`src/sv/fa2q_pkg.sv`:
```
// shared types and constants for the fixed-point atan2 pipeline
// no dependencies; imported by the divider and the top level
package fa2q_pkg;

  localparam int unsigned MAG_W  = 32;
  localparam int unsigned QUOT_W = 17;
  localparam int unsigned COEF_W = 18;
  localparam int unsigned ACC_W  = 24;
  localparam int unsigned ANG_W  = 19;

  localparam logic signed [ACC_W-1:0] ANG_PI   = 24'sd205887;
  localparam logic signed [ACC_W-1:0] ANG_PI_2 = 24'sd102944;
  localparam logic signed [ACC_W-1:0] ANG_PI_4 = 24'sd51472;

  localparam logic signed [COEF_W-1:0] COEF_LINEAR_RST  = 18'sd65500;
  localparam logic signed [COEF_W-1:0] COEF_CUBIC_RST   = -18'sd21758;
  localparam logic signed [COEF_W-1:0] COEF_FIFTH_RST   = 18'sd5462;
  localparam logic signed [COEF_W-1:0] COEF_SEVENTH_RST = -18'sd1024;

  typedef enum logic [1:0] {
    REG_LINEAR  = 2'd0,
    REG_CUBIC   = 2'd1,
    REG_FIFTH   = 2'd2,
    REG_SEVENTH = 2'd3
  } reg_idx_t;

  typedef enum logic [1:0] {
    KIND_GENERAL,
    KIND_ZERO,
    KIND_X_ZERO,
    KIND_Y_ZERO
  } kind_t;

  typedef struct packed {
    kind_t kind;
    logic  x_neg;
    logic  y_neg;
    logic  y_larger;
  } side_t;

endpackage

```
`src/sv/fa2q_div.sv`:
```
// pipelined restoring divider, one quotient bit per stage
// quotient = (num << 16) / den for num <= den; uses fa2q_pkg
module fa2q_div
  import fa2q_pkg::*;
(
  input  logic              clk,
  input  logic              rst_n,
  input  logic              en,
  input  logic              in_valid,
  input  logic [MAG_W-1:0]  in_num,
  input  logic [MAG_W-1:0]  in_den,
  input  side_t             in_side,
  output logic              out_valid,
  output logic [QUOT_W-1:0] out_quot,
  output side_t             out_side
);

  logic              valid_r [QUOT_W];
  logic [MAG_W-1:0]  rem_r   [QUOT_W];
  logic [MAG_W-1:0]  den_r   [QUOT_W];
  logic [QUOT_W-1:0] quot_r  [QUOT_W];
  side_t             side_r  [QUOT_W];

  genvar k;
  generate
    for (k = 0; k < QUOT_W; k++) begin : g_step
      logic              v_in;
      logic [MAG_W:0]    trial;
      logic [MAG_W-1:0]  den_in;
      logic [QUOT_W-1:0] q_in;
      side_t             s_in;
      logic              ge;
      logic [MAG_W:0]    diff;

      if (k == 0) begin : g_first
        assign v_in   = in_valid;
        assign trial  = {1'b0, in_num};
        assign den_in = in_den;
        assign q_in   = '0;
        assign s_in   = in_side;
      end else begin : g_next
        // remainder stays below den, so the shift never overflows
        assign v_in   = valid_r[k-1];
        assign trial  = {rem_r[k-1], 1'b0};
        assign den_in = den_r[k-1];
        assign q_in   = quot_r[k-1];
        assign s_in   = side_r[k-1];
      end

      assign diff = trial - {1'b0, den_in};
      assign ge   = (trial >= {1'b0, den_in});

      always_ff @(posedge clk) begin
        if (!rst_n) begin
          valid_r[k] <= 1'b0;
        end else if (en) begin
          valid_r[k] <= v_in;
        end
      end

      always_ff @(posedge clk) begin
        if (en) begin
          rem_r[k]  <= ge ? diff[MAG_W-1:0] : trial[MAG_W-1:0];
          den_r[k]  <= den_in;
          quot_r[k] <= {q_in[QUOT_W-2:0], ge};
          side_r[k] <= s_in;
        end
      end
    end
  endgenerate

  assign out_valid = valid_r[QUOT_W-1];
  assign out_quot  = quot_r[QUOT_W-1];
  assign out_side  = side_r[QUOT_W-1];

endmodule

```
`config.mk`:
```
export PLATFORM = sky130hd
export DESIGN_NAME = fa2q_div
export DESIGN_NICKNAME = d
export VERILOG_FILES = /design/src/sv/fa2q_pkg.sv /design/src/sv/fa2q_div.sv
export SDC_FILE = /design/constraint.sdc
export NUM_CORES = 2
export LEC_CHECK = 0
export BUFFER_PORTS_ARGS = -buffer_cell sky130_fd_sc_hd__buf_2
export CAP_MARGIN = 0
export CORE_MARGIN = 4
export CORE_UTILIZATION = 50
export DETAILED_ROUTE_END_ITERATION = 12
export GPL_TIMING_DRIVEN = 0
export PLACE_DENSITY = 0.66
export SYNTH_ARGS = -nofsm -noshare
export SYNTH_HDL_FRONTEND = slang
export SYNTH_SLANG_ARGS = --single-unit
```
`constraint.sdc`:
```
create_clock -name clk -period 10 [get_ports clk]
set_clock_uncertainty 0.1 [all_clocks]
set_input_delay 0 -clock clk [delete_from_list [all_inputs] [get_ports clk]]
set_output_delay 0 -clock clk [all_outputs]
set_load 0.01 [all_outputs]
```
Word-level counts from Yosys, hierarchy flattened

Memories as Yosys holds them, arrays and structs flattened.
Index checks and enable logic that the tools add are counted.

Flip-flop bits (word level): 0
Memories kept: 5
RAM bits: 1479
Output and inout port bits: 23

Bitwise gates (word level): 17
Mux-type cells: 39
Magnitude comparators: 17
Add/subtract/negate cells: 17

Memory list:

| name    | depth | bits a word | rd ports | clocked after Yosys merged registers in | wr ports | RTL line       | source |
|---|---|---|---|---|---|---|---|
| den_r   | 17    | 32          | 16       | 0                                       | 17       | fa2q_div.sv:20 | `logic [MAG_W-1:0] den_r [QUOT_W];` |
| rem_r   | 17    | 32          | 16       | 0                                       | 17       | fa2q_div.sv:19 | `logic [MAG_W-1:0] rem_r [QUOT_W];` |
| quot_r  | 17    | 17          | 17       | 0                                       | 17       | fa2q_div.sv:21 | `logic [QUOT_W-1:0] quot_r [QUOT_W];` |
| side_r  | 17    | 5           | 17       | 0                                       | 17       | fa2q_div.sv:22 | `side_t side_r [QUOT_W];` |
| valid_r | 17    | 1           | 17       | 0                                       | 17       | fa2q_div.sv:18 | `logic valid_r [QUOT_W];` |

Operators by type and width:

| kind                                         | count |
|---|---|
| two-way mux 32 bit                           | 17 |
| subtractor 32 bit                            | 17 |
| greater-or-equal comparator 33 x 32 -> 1 bit | 16 |
| greater-or-equal comparator 32 bit           | 1 |
| two-way mux 1 bit                            | 22 |
| OR 1 bit                                     | 17 |

Depth between registers and ports, before layout

Depth after elaboration: 4
Gate-level depth with buffers: 15

Worst setup path after synthesis

OpenSTA, ideal clock, no wires.

Path kind: reg2reg
From: memory rem_r[13][0], in the netlist rem_r[0][416]
To: memory rem_r[14][11], in the netlist rem_r[0][459] (data pin)
Path buffers: 2
Setup slack: 6.704 ns
Setup time: 0.262 ns
Data arrival time: 2.934 ns
Stages on the path, launching flop included: 12
Period minus slack after synthesis: 3.296 ns
Cells stage by stage: edfxtp_1 ha_1 nor2b_1 o31ai_2 a211oi_1 o41a_1 a21o_1 a221oi_2 o21a_1 buf_2 buf_2 mux2_1

RTL lines:

| item        | RTL line |
|---|---|
| from (decl) | fa2q_div.sv:19 |

==> flow_summary.yaml <==
synthesis:
  synth_common_cells: "edfxtp_1, inv_1, a21oi_1"
  synth.most_common_cell: "edfxtp_1"
  ys_warn_count: 0
  syn_avg_cell_area_um2: 11.1
  synthDominantCellAreaShare: 0.526
  ys.flop_type: "edfxtp_1"
  synth_fp_nets: 7187
  synth-seq-cells: 1279
  syn_area_um2: 72900
  synth-edff-count: 1278
  async_reset_ff_frac: 0
  yosys-top-cells-area: "edfxtp_1, ha_1, a21oi_1"
  syn_inst: 6555
  ys_seq_area_frac: 0.526
  synth_area_leader_cell: "edfxtp_1"
  synthDistinctLibCells: 98
power:
  clkPwrFrac: 0.201
  pwr-share-seq: 0.323
  p_leak_nw: 33.9
  power_frac_comb: 0.475
  powerDensity_nw_per_um2: 323
  p_total_mw: 26.6
  ir_drop_mv: 0.202
  intPower_mw: 16.2
  p_sw_mw: 10.4
  swShare: 0.391
route:
  vias: 50520
  post_drt_wl_per_cell_um: 21.0
  drtPass1Iterations: 6
  drtIter0Drc: 2350
  drtAntennaViolNets: 0
  avgViaCountPerCell: 5.63
  drc: 0
  routed_wl_mm: 189
status:
  status: "completed"
global_route:
  track_usage: 0.248
  grt_pass1_vias: 53556
  grt_max_degree: 189
  grt_antenna_before_repair: 5
  grt_pass1_wl_mm: 289
  overflow: 0
sta:
  fin_setup_tns_ns: 0
  hold-worst-slack_ns: 0.0691
  fin_crit_sh: 0.531
  max-slew-margin-rel: 0.0463
  fmax_mhz: 188
  hold_viol_final: 0
  setup_viol: 0
  slew_violations: 0
  rsz0062_at_grt: "no"
  fin_crit_ns: 5.31
  worst_pin_slew_ns: 1.42
cells_and_area:
  final_layout_size_suffix_gt1_frac: 0.0840
  post-route-util: 0.570
  synthToLayoutAreaGrowth_pct: 12.8
  design_area_um2: 82300
  nets: 7581
clock_tree:
  clock-sinks: 1279
  clkLatencyLatePin_ns: 0.77
  clkSlewWorstSetupHoldPaths_ns: 0.06
  numCtsBuffers: 148
  clockBufferDepth: 3
  cts_root_buffer: "clkbuf_16"
  cts_tree: "built"
  h-tree-depth: 4
  post_cts_resized: 0
floorplan:
  rows: 139
  die_area_um2: 152000
  fp.dieW_um: 390
  fp.coreArea_um2: 144000
  start_util: 0.505
  die_h_um: 390
  io_pins: 96
run:
  maxCapViolations: 0
place:
  placed_area_um2: 76000
  portBuffers: 95
  dpl.hpwl_mm: 147
  gp_congestion: 0.968
critical_path:
  worstPathRequired_ns: 10.36
  crit_type: "reg2reg"
  cp-end-kind: "flop"
  cp-start-kind: "flop"
  crit_fanout: 10
  arrival_ns: 5.67
min_path:
  min_path_type: "in2reg"
-- logic make-up after synthesis --
| family | synth area share |
|---|---|
| AOI/OAI and AO/OA | 0.161 |
| DFF | 0.526 |
| muxes | 0.0258 |
| buffers and inverters | 0.0453 |
| xor gates and xnor gates | 0.0520 |
| adders and majority gates | 0.0975 |
| and+or+nand+nor | 0.0921 |
-- power by group through the flow --
stage | registers, mW | logic, mW | clock network (mW)
after floorplan | 8.43 | 9.12 | 0
after global placement | 8.88 | 12.4 | 0
after detailed placement | 8.70 | 12.5 | 0
after CTS | 8.60 | 12.7 | 5.49
after global routing | 8.74 | 13.9 | 5.72
final | 8.61 | 12.6 | 5.36
-- repair_timing --
action	CTS	global route
hold buffers	142	0
hold endpoints to repair	226	0
buffers inserted	0	0
-- through the flow --
| stage | instances | setup WS, ns |
|---|---|---|
| floorplan | 6555 | 6.70 |
| global placement | 8553 | -11.46 |
| detailed placement | 8560 | 4.50 |
| CTS | 8974 | 4.50 |
| global route | 8974 | 4.56 |
| finish | 8975 | 4.69 |
-- registers in the layout (all words and copies together) (netlist names) --
register  flops
valid_r      17
rem_r       512
den_r       512
quot_r      153
side_r       85
-- layout make-up --
cell class | instances | area [um^2]
Antenna cell | 1 | 2.50
Multi-Input combinational cell | 4431 | 31200
Fill cell | 11929 | 62100
Sequential cell | 1279 | 38400
Buffer | 186 | 833
Timing Repair Buffer | 244 | 2100
Tap cell | 1903 | 2380
Clock inverter | 93 | 1020
Clock buffer | 179 | 3840
Inverter | 659 | 2470
-- layout by cell type, fill, tap and decap left out, types with 100 or more instances in the layout --
master / netlist / final
edfxtp_1: 1278 / 1278
inv_1: 659 / 659
a21oi_1: 608 / 608
ha_1: 543 / 543
nand2_1: 428 / 428
nor2_1: 422 / 422
o21ai_0: 398 / 398
a21o_1: 298 / 298
xnor2_1: 258 / 258
xor2_1: 175 / 175
clkbuf_1: 123 / 153
clkbuf_16: 0 / 149
dlygate4sd3_1: 0 / 142
buf_2: 44 / 138
mux2_2: 110 / 110
nand4_1: 100 / 100
-- critical path, stage by stage, from the launching register on --
cell	delay, ns
edfxtp_1	0.40
ha_1	0.29
clkbuf_1	0.29
nand4_1	0.30
or4b_2	0.86
nor4_1	1.03
nor3_1	0.08
o211ai_1	0.42
buf_2	0.36
buf_1	0.69
a21oi_1	0.15
-- path summary, 6_finish.rpt --
check	cells after the start	startpoint	slack, ns	to
max	10	rem_r[0][345]$_DFFE_PP_	4.69	rem_r[0][375]$_DFFE_PP_
min	4	in_num[15]	0.07	rem_r[0][15]$_DFFE_PP_
max reg2reg	10	rem_r[0][345]$_DFFE_PP_	4.69	rem_r[0][375]$_DFFE_PP_
min reg2reg	0	quot_r[0][193]$_DFFE_PP_	0.31	quot_r[0][211]$_DFFE_PP_
-- per-layer routing --
metal	part of all wire	vias up	track usage
met2	0.59	1233	0.525
met5	0	-	0
met1	0.29	23858	0.192
met3	0.024	649	0.0278
li1	-	24780	-
met4	0.095	0	0.203
Note: power is estimated with default switching activity, not from simulation.
